### src/assert_macros.svh
// ----------------------------------------------------------------------------
// assert_macros.svh
// assertion macros shared by the pid h-bridge speed control block
// ----------------------------------------------------------------------------
`ifndef ASSERT_MACROS_SVH
`define ASSERT_MACROS_SVH

// property checked at every clock edge outside reset
`define PID_ASSERT(lbl, prop, msg) \
  lbl: assert property (@(posedge clk) disable iff (!rst_n) prop) else $error(msg);

// condition that must hold in the cycle after a trigger
`define PID_ASSERT_NEXT(lbl, trig, cons, msg) \
  `PID_ASSERT(lbl, (trig) |=> (cons), msg)

`endif

### src/pid_hb_pkg.sv
// ----------------------------------------------------------------------------
// pid_hb_pkg
// constants, register codes and stage types of the pid h-bridge controller
// ----------------------------------------------------------------------------
`default_nettype none

package pid_hb_pkg;

  localparam int PWM_BITS       = 10;
  localparam int GAIN_FRAC_BITS = 12;

  localparam int SPEED_W = 24;
  localparam int GAIN_W  = 24;
  localparam int ERR_W   = SPEED_W + 1;
  localparam int INTEG_W = 15;
  localparam int DIFF_W  = ERR_W + 1;

  localparam int INTEGRAL_LIMIT = 10000;
  localparam int PERCENT_FULL   = 100;

  localparam int PE_W = ERR_W + GAIN_W;
  localparam int PI_W = INTEG_W + GAIN_W;
  localparam int PD_W = DIFF_W + GAIN_W;
  localparam int U_W  = PD_W + 2;

  // clamp limit of the controller output, 100 percent in gain fraction units
  localparam longint LIMIT = longint'(PERCENT_FULL) << GAIN_FRAC_BITS;
  localparam int     LIM_W = $clog2(LIMIT + 1);
  localparam int     MAG_W = LIM_W + PWM_BITS - GAIN_FRAC_BITS;

  // divide by 100 as multiply by reciprocal, error stays below 1/128
  localparam int              DIV_SHIFT = MAG_W + 7;
  localparam int              RECIP_W   = DIV_SHIFT - 6;
  localparam longint unsigned RECIP     = (64'd1 << DIV_SHIFT) / PERCENT_FULL + 1;
  localparam int              PRD_W     = MAG_W + RECIP_W;
  localparam int              Q_W       = PRD_W - DIV_SHIFT;

  localparam int     DUTY_W = PWM_BITS + 1;
  localparam longint FULL   = longint'(1) << PWM_BITS;

  localparam int IN_TDATA_W  = 24;
  localparam int OUT_TDATA_W = 16;

  localparam int CFG_ADDR_W = 5;
  localparam int CFG_DATA_W = 32;
  localparam int REG_IDX_W  = 3;

  localparam logic [REG_IDX_W-1:0] REG_TARGET_SPEED = 3'd0;
  localparam logic [REG_IDX_W-1:0] REG_LOOP_ENABLE  = 3'd1;
  localparam logic [REG_IDX_W-1:0] REG_GAIN_P       = 3'd2;
  localparam logic [REG_IDX_W-1:0] REG_GAIN_I       = 3'd3;
  localparam logic [REG_IDX_W-1:0] REG_GAIN_D       = 3'd4;

  typedef struct packed {
    logic                      valid;
    logic signed [ERR_W-1:0]   e;
    logic signed [INTEG_W-1:0] integ;
    logic signed [DIFF_W-1:0]  diff;
  } err_t;

  typedef struct packed {
    logic                   valid;
    logic signed [PE_W-1:0] pe;
    logic signed [PI_W-1:0] pi;
    logic signed [PD_W-1:0] pd;
  } prod_t;

  typedef struct packed {
    logic             valid;
    logic             neg;
    logic [MAG_W-1:0] m;
  } mag_t;

  typedef struct packed {
    logic              valid;
    logic [DUTY_W-1:0] duty;
    logic              drive_a;
    logic              drive_b;
  } res_t;

endpackage

`default_nettype wire

### src/pid_hb_out.sv
// ----------------------------------------------------------------------------
// pid_hb_out
// divide by 100, duty limit and bridge direction, result register
// ----------------------------------------------------------------------------
`default_nettype none

module pid_hb_out (
  input  wire logic             clk,
  input  wire logic             rst_n,
  input  wire logic             advance,
  input  wire pid_hb_pkg::mag_t mag,
  output pid_hb_pkg::res_t      res
);
  import pid_hb_pkg::*;

  res_t res_r;

  logic [PRD_W-1:0]  qprod;
  logic [Q_W-1:0]    q;
  logic              nz;
  logic [DUTY_W-1:0] duty_nxt;

  always_comb begin
    qprod = PRD_W'(mag.m) * PRD_W'(RECIP_W'(RECIP));
    q     = qprod[PRD_W-1:DIV_SHIFT];
    nz    = (q != '0);
    if (q > Q_W'(FULL)) begin
      duty_nxt = DUTY_W'(FULL);
    end else begin
      duty_nxt = DUTY_W'(q);
    end
  end

  always_ff @(posedge clk) begin
    if (advance) begin
      res_r.duty    <= duty_nxt;
      res_r.drive_a <= mag.neg & nz;
      res_r.drive_b <= ~mag.neg & nz;
    end
    if (!rst_n) begin
      res_r.valid <= 1'b0;
    end else if (advance) begin
      res_r.valid <= mag.valid;
    end
  end

  assign res = res_r;

endmodule

`default_nettype wire

### config.mk
export PLATFORM = sky130hd
export DESIGN_NAME = pid_hb_out
export DESIGN_NICKNAME = d
export VERILOG_FILES = /design/src/assert_macros.svh /design/src/pid_hb_pkg.sv /design/src/pid_hb_out.sv
export SDC_FILE = /design/constraint.sdc
export NUM_CORES = 1
export LEC_CHECK = 0
export ABC_CLOCK_PERIOD_IN_PS = 11700
export BUFFER_PORTS_ARGS = -buffer_cell sky130_fd_sc_hd__buf_2
export CAP_MARGIN = 20
export CORE_MARGIN = 4
export CORE_UTILIZATION = 54
export DETAILED_ROUTE_END_ITERATION = 10
export PLACE_DENSITY = 0.72
export RECOVER_POWER = 25
export SLEW_MARGIN = 20
export SYNTH_ARGS = -nofsm -noshare
export SYNTH_HDL_FRONTEND = slang
export SYNTH_SLANG_ARGS = --single-unit
export TNS_END_PERCENT = 20
### constraint.sdc
create_clock -name clk -period 11.7 [get_ports clk]
set_input_delay 2.34 -clock clk [delete_from_list [all_inputs] [get_ports clk]]
set_output_delay 2.34 -clock clk [all_outputs]
set_load 0.01 [all_outputs]
==> impl_metrics.env, run 1 <==
export IMPL_synth_compound_area_frac=0.08935
export IMPL_final_antenna_net_count=0
export IMPL_cts_htree_levels=1
export IMPL_grtUsageTotal=0.2089
export IMPL_fin_setup_tns_ns=0
export IMPL_clk_pin_slew_worst_paths_ns=0.05
export IMPL_post_cts_buffers=0
export IMPL_async_reset_ff_frac=0
export IMPL_overflow=0
export IMPL_synth_top_family_by_area="adder cells"
export IMPL_start_util=0.5636
export IMPL_syn_area_um2=6217
export IMPL_period_minus_slack_ns=7.896
export IMPL_routed_wl_um=12910
export IMPL_instances_no_fill=815
export IMPL_layout_drive_gt1_share=0.08148
export IMPL_final_cell_area_um2=6614
export IMPL_max_slew_worst_pin_slew_ns=0.7571
export IMPL_hpwl_um=12110
export IMPL_clock_latency_ns=0.24
export IMPL_clock_root_buffer="clkbuf_16"
export IMPL_io_pins=36
export IMPL_cts_sinks=14
export IMPL_core_um2=11030
export IMPL_min_from="res[13]"
export IMPL_r2r_cells=2
export IMPL_ys_seq_area_frac=0.06601
export IMPL_reg2reg_from="res[13]"
export IMPL_placement_cell_area_um2=6536
export IMPL_largest_reg_flops=14
export IMPL_vias=4289
export IMPL_setup_viol=0
export IMPL_synth_adder_area_share=0.6323
export IMPL_cts_made_buffers=3
export IMPL_r2r_end="res[13]"
export IMPL_outcome="complete, no violations"
export IMPL_die_height_um=115.3
export IMPL_synth_ff_type="edfxtp_1"
export IMPL_cp_start_kind="primary input"
export IMPL_hold_viol_final=0
export IMPL_syn_area_per_cell_um2=9.714
export IMPL_clockBufferDepth=2
export IMPL_port_buffers=35
export IMPL_slew_violations=0
export IMPL_synthSimpleGateAreaFrac=0.06118
export IMPL_routed_via_density=5.263
export IMPL_required_ns=11.67
export IMPL_worstSetupPathType="primary input to register"
export IMPL_drt_iter0_markers=155
export IMPL_cts_tree="done"
export IMPL_synth_edf_count=13
export IMPL_finClkSkew_ns=0
export IMPL_hold_path_class="register to register"
export IMPL_fin_nets=948
export IMPL_n_antenna_cell=0
export IMPL_dp_cells=811
export IMPL_muxShareOfSynthArea=0.006440
export IMPL_first_pass_iters=4
export IMPL_maxCapViolations=0
export IMPL_relSlewSlack=0.4953
export IMPL_rsz0062_at_grt="no"
export IMPL_gp_congestion=0.9540
export IMPL_grt_pass1_vias=4589
export IMPL_synth_xor_area_share=0.01831
export IMPL_holdPathStages=2
export IMPL_crit_fanout=7
export IMPL_cp_end_kind="register"
export IMPL_cts_resized=0
export IMPL_grt_max_degree=15
export IMPL_drc=0
export IMPL_grt_pass1_wl_um=21940
export IMPL_wl_per_cell_um=15.84
export IMPL_fmax_ghz=0.1266
export IMPL_hold_buffers=0
export IMPL_synthesis_nets=912
export IMPL_synth_cells=640
export IMPL_synth_cell_types=50
export IMPL_dieArea_um2=13290
export IMPL_ys_warn_count=0
export IMPL_whs_endpoint="res[13]"
export IMPL_synth_seq_cells=14
export IMPL_rows=38
export IMPL_cp_arrival_ns=7.86
export IMPL_synthToLayoutAreaGrowth_pct=6.379
export IMPL_rrSetupSlack_ns=11.11
export IMPL_finalCritPeriodShare=0.6749
export IMPL_antenna_found_initial=0
export IMPL_chipWidth_um=115.3
==> metal layers <==
layer | vias up | share of wire | track usage | routed length, um
li1 | 2102 | - | - | -
met1 | 2082 | 0.44 | 0.2872 | 5645
met2 | 88 | 0.50 | 0.3650 | 6463
met3 | 17 | 0.044 | 0.01737 | 562
met4 | 0 | 0.018 | 0.03991 | 236
met5 | - | 0 | 0 | 0
==> per-stage QoR <==
step	hold WS, ns	util	setup slack (ns)
2_1_floorplan	0.5383	-	4.116
3_3_place_gp	0.4949	0.5926	3.727
3_5_place_dp	0.5114	0.5926	3.559
4_1_cts	0.5248	0.5997	3.815
5_1_grt	0.5386	0.5996	3.462
6_report	0.5149	0.5996	3.804
==> how the worst max path moves through the flow <==
stage                start     end  slack [ns]  cells past startpoint
detailed placement  mag[3]  res[0]        3.56                     22
finish              mag[3]  res[0]        3.80                     22
floorplan           mag[2]  res[0]        4.12                     20
CTS                 mag[9]  res[0]        3.81                     18
global placement    mag[5]  res[0]        3.73                     20
global route        mag[3]  res[0]        3.46                     22
==> cell usage in the layout (no fill, tap or decap), types with 2 or more instances in the layout <==
cell type and instances:
inv_1 201, ha_1 143, fa_1 107, buf_2 34
a21oi_1 33, nand2_1 24, nor2_1 15, edfxtp_1 13
nand4_1 8, o21ai_0 8, xnor2_1 7, xor2_1 6
o211ai_1 6, nand3_1 5, or2_2 4, a21o_1 4
nor3_1 4, a31oi_1 4, mux2i_1 4, o21a_1 3
o21bai_1 3, a41oi_1 3, clkbuf_16 3, a21oi_2 2
a211oi_1 2, and3_1 2, o21ai_1 2, nand3b_1 2
clkbuf_1 2
==> final cells by class <==
class / count / area, um^2
Multi-Input combinational cell: 421 / 5021
Fill cell: 946 / 4417
Inverter: 201 / 754.5
Sequential cell: 14 / 410.4
Tap cell: 140 / 175.2
Timing Repair Buffer: 35 / 173.9
Clock buffer: 4 / 78.83
==> cell families (layout without fill, tap and decap cells) <==
group / after synthesis / in the layout
xor+xnor: 13 / 13
flops: 14 / 14
compound gates: 81 / 81
mux: 4 / 4
fa+ha+maj: 250 / 250
buf+inv: 205 / 240
simple gates: 73 / 73
==> Yosys cell counts (2+ instances only) <==
| cell | number | area share |
|---|---|---|
| a211oi_1 | 2 | 0.0024 |
| a21o_1 | 4 | 0.0048 |
| a21oi_1 | 33 | 0.027 |
| a21oi_2 | 2 | 0.0028 |
| a31oi_1 | 4 | 0.0040 |
| a41oi_1 | 3 | 0.0042 |
| and3_1 | 2 | 0.0020 |
| buf_6 | 2 | 0.0036 |
| edfxtp_1 | 13 | 0.063 |
| fa_1 | 107 | 0.34 |
| ha_1 | 143 | 0.29 |
| inv_1 | 201 | 0.12 |
| mux2i_1 | 4 | 0.0064 |
| nand2_1 | 24 | 0.014 |
| nand3_1 | 5 | 0.0040 |
| nand3b_1 | 2 | 0.0024 |
| nand4_1 | 8 | 0.0081 |
| nor2_1 | 15 | 0.0091 |
| nor3_1 | 4 | 0.0032 |
| o211ai_1 | 6 | 0.0072 |
| o21a_1 | 3 | 0.0036 |
| o21ai_0 | 8 | 0.0064 |
| o21ai_1 | 2 | 0.0016 |
| o21bai_1 | 3 | 0.0036 |
| or2_2 | 4 | 0.0040 |
| xnor2_1 | 7 | 0.0099 |
| xor2_1 | 6 | 0.0085 |
==> worst max-delay path, stage by stage <==
cell and delay (ns):
buf_2 0.16, fa_1 0.57, inv_1 0.07, fa_1 0.50, inv_1 0.05, fa_1 0.49
inv_1 0.05, fa_1 0.47, inv_1 0.05, fa_1 0.54, inv_1 0.06, fa_1 0.53
inv_1 0.04, ha_1 0.33, nand4_1 0.11, a2111oi_1 0.35, o21ai_1 0.20, a31oi_1 0.29
o21bai_1 0.14, mux2i_1 0.21, o21a_1 0.18, a41oi_1 0.12
Power of run 1 is not shown: default switching activity piles up to over one toggle a cycle in this logic, so the estimate is an artifact.
==> inputs of run 2 (changes only) <==
ABC_AREA = 1   (was not set)
ABC_CLOCK_PERIOD_IN_PS = 6500   (was 11700)
PLACE_DENSITY = 0.74   (was 0.72)
clock period = 6.5 ns   (was 11.7 ns; I/O delays follow)
==> run 2 against run 1 <==
Against the previous run:
- via count rose by 33%
- sequential share of layout area fell by 1.3 points
- count of clock-buffer cells in the layout did not move
- non-clock buffer count rose by 69
- register-to-register slack got worse by 5.2 ns
- largest cell class unchanged
==> impl_metrics.env, run 2 <==
export IMPL_antenna_found_initial=0
export IMPL_cts_tree="done"
export IMPL_die_height_um=121.2
export IMPL_fillers=1047
export IMPL_cts_made_buffers=3
export IMPL_layout_drive_gt1_share=0.2211
export IMPL_crit_start="mag[3]"
export IMPL_synth_top_family_by_area="adder cells"
export IMPL_drt_iter0_markers=343
export IMPL_synth_compound_area_frac=0.03869
export IMPL_min_from="res[13]"
export IMPL_whs_endpoint="res[13]"
export IMPL_synthToLayoutAreaGrowth_pct=20.76
export IMPL_instances_no_fill=1167
export IMPL_synth_ff_type="edfxtp_1"
export IMPL_syn_area_um2=6920
export IMPL_n_antenna_cell=0
export IMPL_syn_area_per_cell_um2=7.802
export IMPL_vias=5723
export IMPL_synth_top_cell_area_share=0.3095
export IMPL_synth_cell_types=29
export IMPL_clock_root_buffer="clkbuf_16"
export IMPL_wl_per_cell_um=14.12
export IMPL_reg2reg_from="res[13]"
export IMPL_synthSimpleGateAreaFrac=0.1765
export IMPL_hold_path_class="register to register"
export IMPL_start_util=0.5506
export IMPL_hold_viol_final=0
export IMPL_rrSetupSlack_ns=5.86
export IMPL_dieArea_um2=14690
export IMPL_overflow=0
export IMPL_required_ns=6.59
export IMPL_dp_cells=1157
export IMPL_period_minus_slack_ns=6.354
export IMPL_r2r_cells=2
export IMPL_synthesis_nets=1159
export IMPL_grt_pass1_vias=5909
export IMPL_muxShareOfSynthArea=0
export IMPL_first_pass_iters=5
export IMPL_synthTopCellsByCount="inv_1 (280), nand2_1 (188), ha_1 (143), fa_1 (107), nor2_1 (43)"
export IMPL_hold_buffers=0
export IMPL_most_common_layout_cells="inv_1 (268), nand2_1 (163), ha_1 (131), fa_1 (105), buf_4 (67)"
export IMPL_ys_seq_area_frac=0.05930
export IMPL_cts_sinks=14
export IMPL_cts_htree_levels=1
export IMPL_drc=0
export IMPL_final_antenna_net_count=0
export IMPL_relSlewSlack=0.5268
export IMPL_routed_via_density=4.904
export IMPL_worstSetupPathType="primary input to register"
export IMPL_finalCritPeriodShare=0.9775
export IMPL_async_reset_ff_frac=0
export IMPL_synth_edf_count=13
export IMPL_cp_end_kind="register"
export IMPL_synth_seq_cells=14
export IMPL_synth_area_leaders="fa_1 (31%), ha_1 (26%), inv_1 (15%)"
export IMPL_cp_start_kind="primary input"
export IMPL_slew_violations=0
export IMPL_gp_congestion=0.9712
export IMPL_holdPathStages=2
export IMPL_clk_pin_slew_worst_paths_ns=0.05
export IMPL_io_pins=36
export IMPL_ys_warn_count=0
export IMPL_fin_nets=1268
export IMPL_grt_pass1_wl_um=27360
export IMPL_largest_reg_flops=14
export IMPL_outcome="complete, no violations"
export IMPL_grt_max_degree=16
export IMPL_max_slew_worst_pin_slew_ns=0.7098
export IMPL_core_um2=12570
export IMPL_hpwl_um=14600
export IMPL_clockBufferDepth=2
export IMPL_cp_arrival_ns=6.45
export IMPL_chipWidth_um=121.2
export IMPL_rows=41
export IMPL_r2r_end="res[13]"
export IMPL_crit_fanout=5
export IMPL_synth_most_common_cell="inv_1"
export IMPL_synth_cells=887
export IMPL_clock_latency_ns=0.24
export IMPL_synth_xor_area_share=0.003797
export IMPL_grtUsageTotal=0.2323
export IMPL_final_common_cell="inv_1"
export IMPL_setup_viol=0
export IMPL_routed_wl_um=16480
export IMPL_synth_adder_area_share=0.5681
export IMPL_synth_largest_area_cell="fa_1"
export IMPL_maxCapViolations=0
export IMPL_finClkSkew_ns=0
export IMPL_fmax_ghz=0.1574
export IMPL_rsz0062_at_grt="yes"
export IMPL_port_buffers=35
[run 2: cell types whose count changed after synthesis, sizes merged, moves of 4 or more]
cell	change
a21o	-4
a31oi	-4
inv	+81
mux2i	-4
nand2	+171
nand3	+25
nand4	-5
nor2	+32
o211ai	-6
o21ai	-4
xnor2	-7
[run 2: kinds of logic after synthesis]
logic type | count (synthesis)
AOI/OAI and AO/OA | 48
xor gates and xnor gates | 3
adders and majority gates | 250
buffers and inverters | 283
DFF | 14
and+or+nand+nor | 289
[run 2: critical path: stages]
cell and delay, ns:
buf_8 0.10, fa_1 0.57, inv_2 0.05, fa_1 0.54, inv_2 0.04, fa_1 0.48, inv_1 0.05, fa_1 0.50
inv_1 0.05, fa_1 0.49, inv_1 0.05, fa_1 0.51, inv_2 0.06, ha_4 0.30, nand2_4 0.07, nor2_4 0.09
inv_2 0.05, nor2_2 0.09, nand2_1 0.07, nand3_2 0.07, nand2_2 0.07, nand2_1 0.07, nand2_1 0.06, nand2_2 0.12
nand3_2 0.11, nor2_4 0.18, nand3_4 0.14, a21oi_2 0.16
[run 2: timing repair]
item,4_1_cts,5_1_grt
setup endpoints to repair,9,13
pin swaps,0,65
endpoints found under the hold margin,0,0
buffers inserted,0,6
cloned,1,0
gates resized for setup,7,103
[run 2: area by class of cell]
| class | count | area, um^2 | share of cell area |
|---|---|---|---|
| well taps | 172 | 215.2 | 0.02575 |
| multi-input cells | 591 | 5869 | 0.7024 |
| flip-flops and latches | 14 | 410.4 | 0.04911 |
| inverters | 282 | 1061 | 0.1270 |
| repair buffers | 104 | 711.9 | 0.08519 |
| clock buffers | 4 | 88.84 | 0.01063 |
[run 2: worst max-delay path by stage]
stage / end / slack (ns) / depth (start not counted)
after floorplan: res[10] / 0.20 / 26
after CTS: res[2] / 0.02 / 28
after global routing: res[1] / -0.07 / 28
after global placement: res[8] / -0.19 / 26
after detailed placement: res[2] / -0.29 / 26
final: res[9] / 0.15 / 28
[run 2: stage by stage]
step	util	hold WS, ns	cell area, um^2	TNS [ns]	setup WS, ns
after global routing	0.6649	0.5880	8357	-0.2024	-0.06791
after detailed placement	0.6195	0.5309	7786	-2.819	-0.2897
after floorplan	-	0.5553	6920	0	0.2043
after CTS	0.6291	0.5370	7906	0	0.02326
after global placement	0.6195	0.5224	7786	-1.933	-0.1881
final	0.6649	0.5360	8357	0	0.1463
[run 2: metal layers]
layer | track usage | share of wire | vias up
met4 | 0.05322 | 0.029 | 0
met3 | 0.01725 | 0.035 | 38
li1 | - | - | 2863
met1 | 0.3161 | 0.44 | 2692
met2 | 0.4067 | 0.49 | 130
met5 | 0 | 0 | -
Power of run 2 is left out for the same reason.
==> inputs of run 3 (changes only) <==
ABC_AREA = 0   (was 1)
PLACE_DENSITY = 0.75   (was 0.74)
==> run 3 against run 2 <==
Against the previous run:
- the run now ends with negative setup slack left
- wire length decreased by 13%
- core utilization increased by 2.4 points
- hold slack about the same
- largest cell class unchanged
- global-route usage decreased by 0.87 points
- critical path depth decreased by 7
- die area decreased by 9.5%
- clock skew unchanged
- non-clock buffer count increased by 20
- final cell count decreased by 23%
- register-to-register slack improved by 0.04 ns
- design area decreased by 9.1%
- fmax decreased by 3.1%
- highest routed layer unchanged
==> impl_metrics.env, run 3 (synthesis results as in run 1) <==
export IMPL_outcome="complete, but fails checks"
export IMPL_violations="negative setup slack"
export IMPL_fmax_ghz=0.1525
export IMPL_crit_fanout=3
export IMPL_cts_sinks=14
export IMPL_final_cell_area_um2=7597
export IMPL_finClkSkew_ns=0
export IMPL_cp_start_kind="primary input"
export IMPL_wl_per_cell_um=15.84
export IMPL_final_util=0.6887
export IMPL_port_buffers=35
export IMPL_clk_pin_slew_worst_paths_ns=0.05
export IMPL_first_pass_iters=5
export IMPL_rows=38
export IMPL_fin_nets=1037
export IMPL_clock_latency_ns=0.24
export IMPL_grtUsageTotal=0.2236
export IMPL_io_pins=36
export IMPL_routed_via_density=5.233
export IMPL_hpwl_um=12950
export IMPL_layout_drive_gt1_share=0.2526
export IMPL_required_ns=6.47
export IMPL_max_slew_worst_pin_slew_ns=0.7569
export IMPL_dieArea_um2=13290
export IMPL_hold_buffers=0
export IMPL_setup_slack_ns=-0.05533
export IMPL_grt_pass1_wl_um=23820
export IMPL_grt_pass1_vias=5245
export IMPL_relSlewSlack=0.4954
export IMPL_setup_viol=2
export IMPL_period_minus_slack_ns=6.555
export IMPL_drt_iter0_markers=157
export IMPL_final_common_cell="inv_1"
export IMPL_vias=4731
export IMPL_core_um2=11030
export IMPL_placement_cell_area_um2=7149
export IMPL_grt_max_degree=15
export IMPL_antenna_found_initial=0
export IMPL_overflow=0
export IMPL_slew_violations=0
export IMPL_most_common_layout_cells="inv_1 (189), ha_1 (133), fa_1 (98), buf_4 (87)"
export IMPL_n_antenna_cell=0
export IMPL_rsz0062_at_grt="yes"
export IMPL_cp_arrival_ns=6.53
export IMPL_finalCritPeriodShare=1.009
export IMPL_chipWidth_um=115.3
export IMPL_synthToLayoutAreaGrowth_pct=22.20
export IMPL_largest_reg_flops=14
export IMPL_worstSetupPathType="primary input to register"
export IMPL_clock_root_buffer="clkbuf_16"
export IMPL_maxCapViolations=0
export IMPL_cts_htree_levels=1
export IMPL_fillers=797
export IMPL_hold_path_class="register to register"
export IMPL_cts_tree="done"
export IMPL_gp_congestion=0.9439
export IMPL_final_antenna_net_count=0
export IMPL_cts_made_buffers=3
export IMPL_drc=0
export IMPL_routed_wl_um=14320
export IMPL_cp_end_kind="register"
export IMPL_die_height_um=115.3
export IMPL_hold_viol_final=0
export IMPL_clockBufferDepth=2
export IMPL_start_util=0.5636
-- run 3: per-stage QoR --
stage / cells / hold WS, ns / setup TNS [ns] / setup slack [ns]
2_1_floorplan: 640 / 0.5383 / 0 / 0.0005160
3_3_place_gp: 891 / 0.4949 / -2.599 / -0.3668
3_5_place_dp: 891 / 0.5237 / -3.701 / -0.4910
4_1_cts: 901 / 0.5402 / -0.2701 / -0.1136
5_1_grt: 904 / 0.5485 / -0.7066 / -0.2311
6_report: 904 / 0.5364 / -0.1014 / -0.05533
-- run 3: worst paths after layout --
kind / to / slack (ns) / depth (start not counted) / start
setup reg to reg: res[13] / 5.90 / 2 / res[13]
setup / recovery: res[1] / -0.06 / 21 / mag[5]
hold / removal: res[13] / 0.54 / 2 / res[13]
hold reg to reg: res[13] / 0.54 / 2 / res[13]
-- run 3: area by class of cell --
type / instances / area, um^2 / share of cell area
well taps: 140 / 175.2 / 0.02306
flip-flops and latches: 14 / 410.4 / 0.05402
repair buffers: 124 / 874.6 / 0.1151
multi-input cells: 421 / 5291 / 0.6965
inverters: 201 / 757.0 / 0.09964
clock buffers: 4 / 88.84 / 0.01169
-- run 3: repair_timing --
item / in CTS / in global routing
setup buffers: 6 / 3
pin swaps: 33 / 51
endpoints found under the setup margin: 11 / 13
resized for setup: 23 / 39
-- run 3: per-layer routing --
metal / vias to the layer above / track usage / wire length [um]
li1: 2282 / - / -
met2: 119 / 0.3954 / 7230
met5: - / 0 / 0
met4: 0 / 0.07903 / 544
met3: 36 / 0.01526 / 560
met1: 2294 / 0.2899 / 5982
-- run 3: worst max-delay path, stage by stage --
cell      delay, ns
buf_6          0.08
inv_4          0.04
fa_2           0.61
inv_1          0.08
buf_4          0.14
fa_1           0.47
ha_2           0.22
fa_1           0.46
fa_1           0.49
inv_1          0.06
fa_1           0.54
inv_1          0.05
ha_1           0.33
a211oi_2       0.24
o311ai_1       0.14
o21ai_1        0.30
a31oi_2        0.15
o21bai_1       0.23
mux2i_1        0.28
o21a_1         0.20
a41oi_2        0.13
Power of run 3 is left out for the same reason.
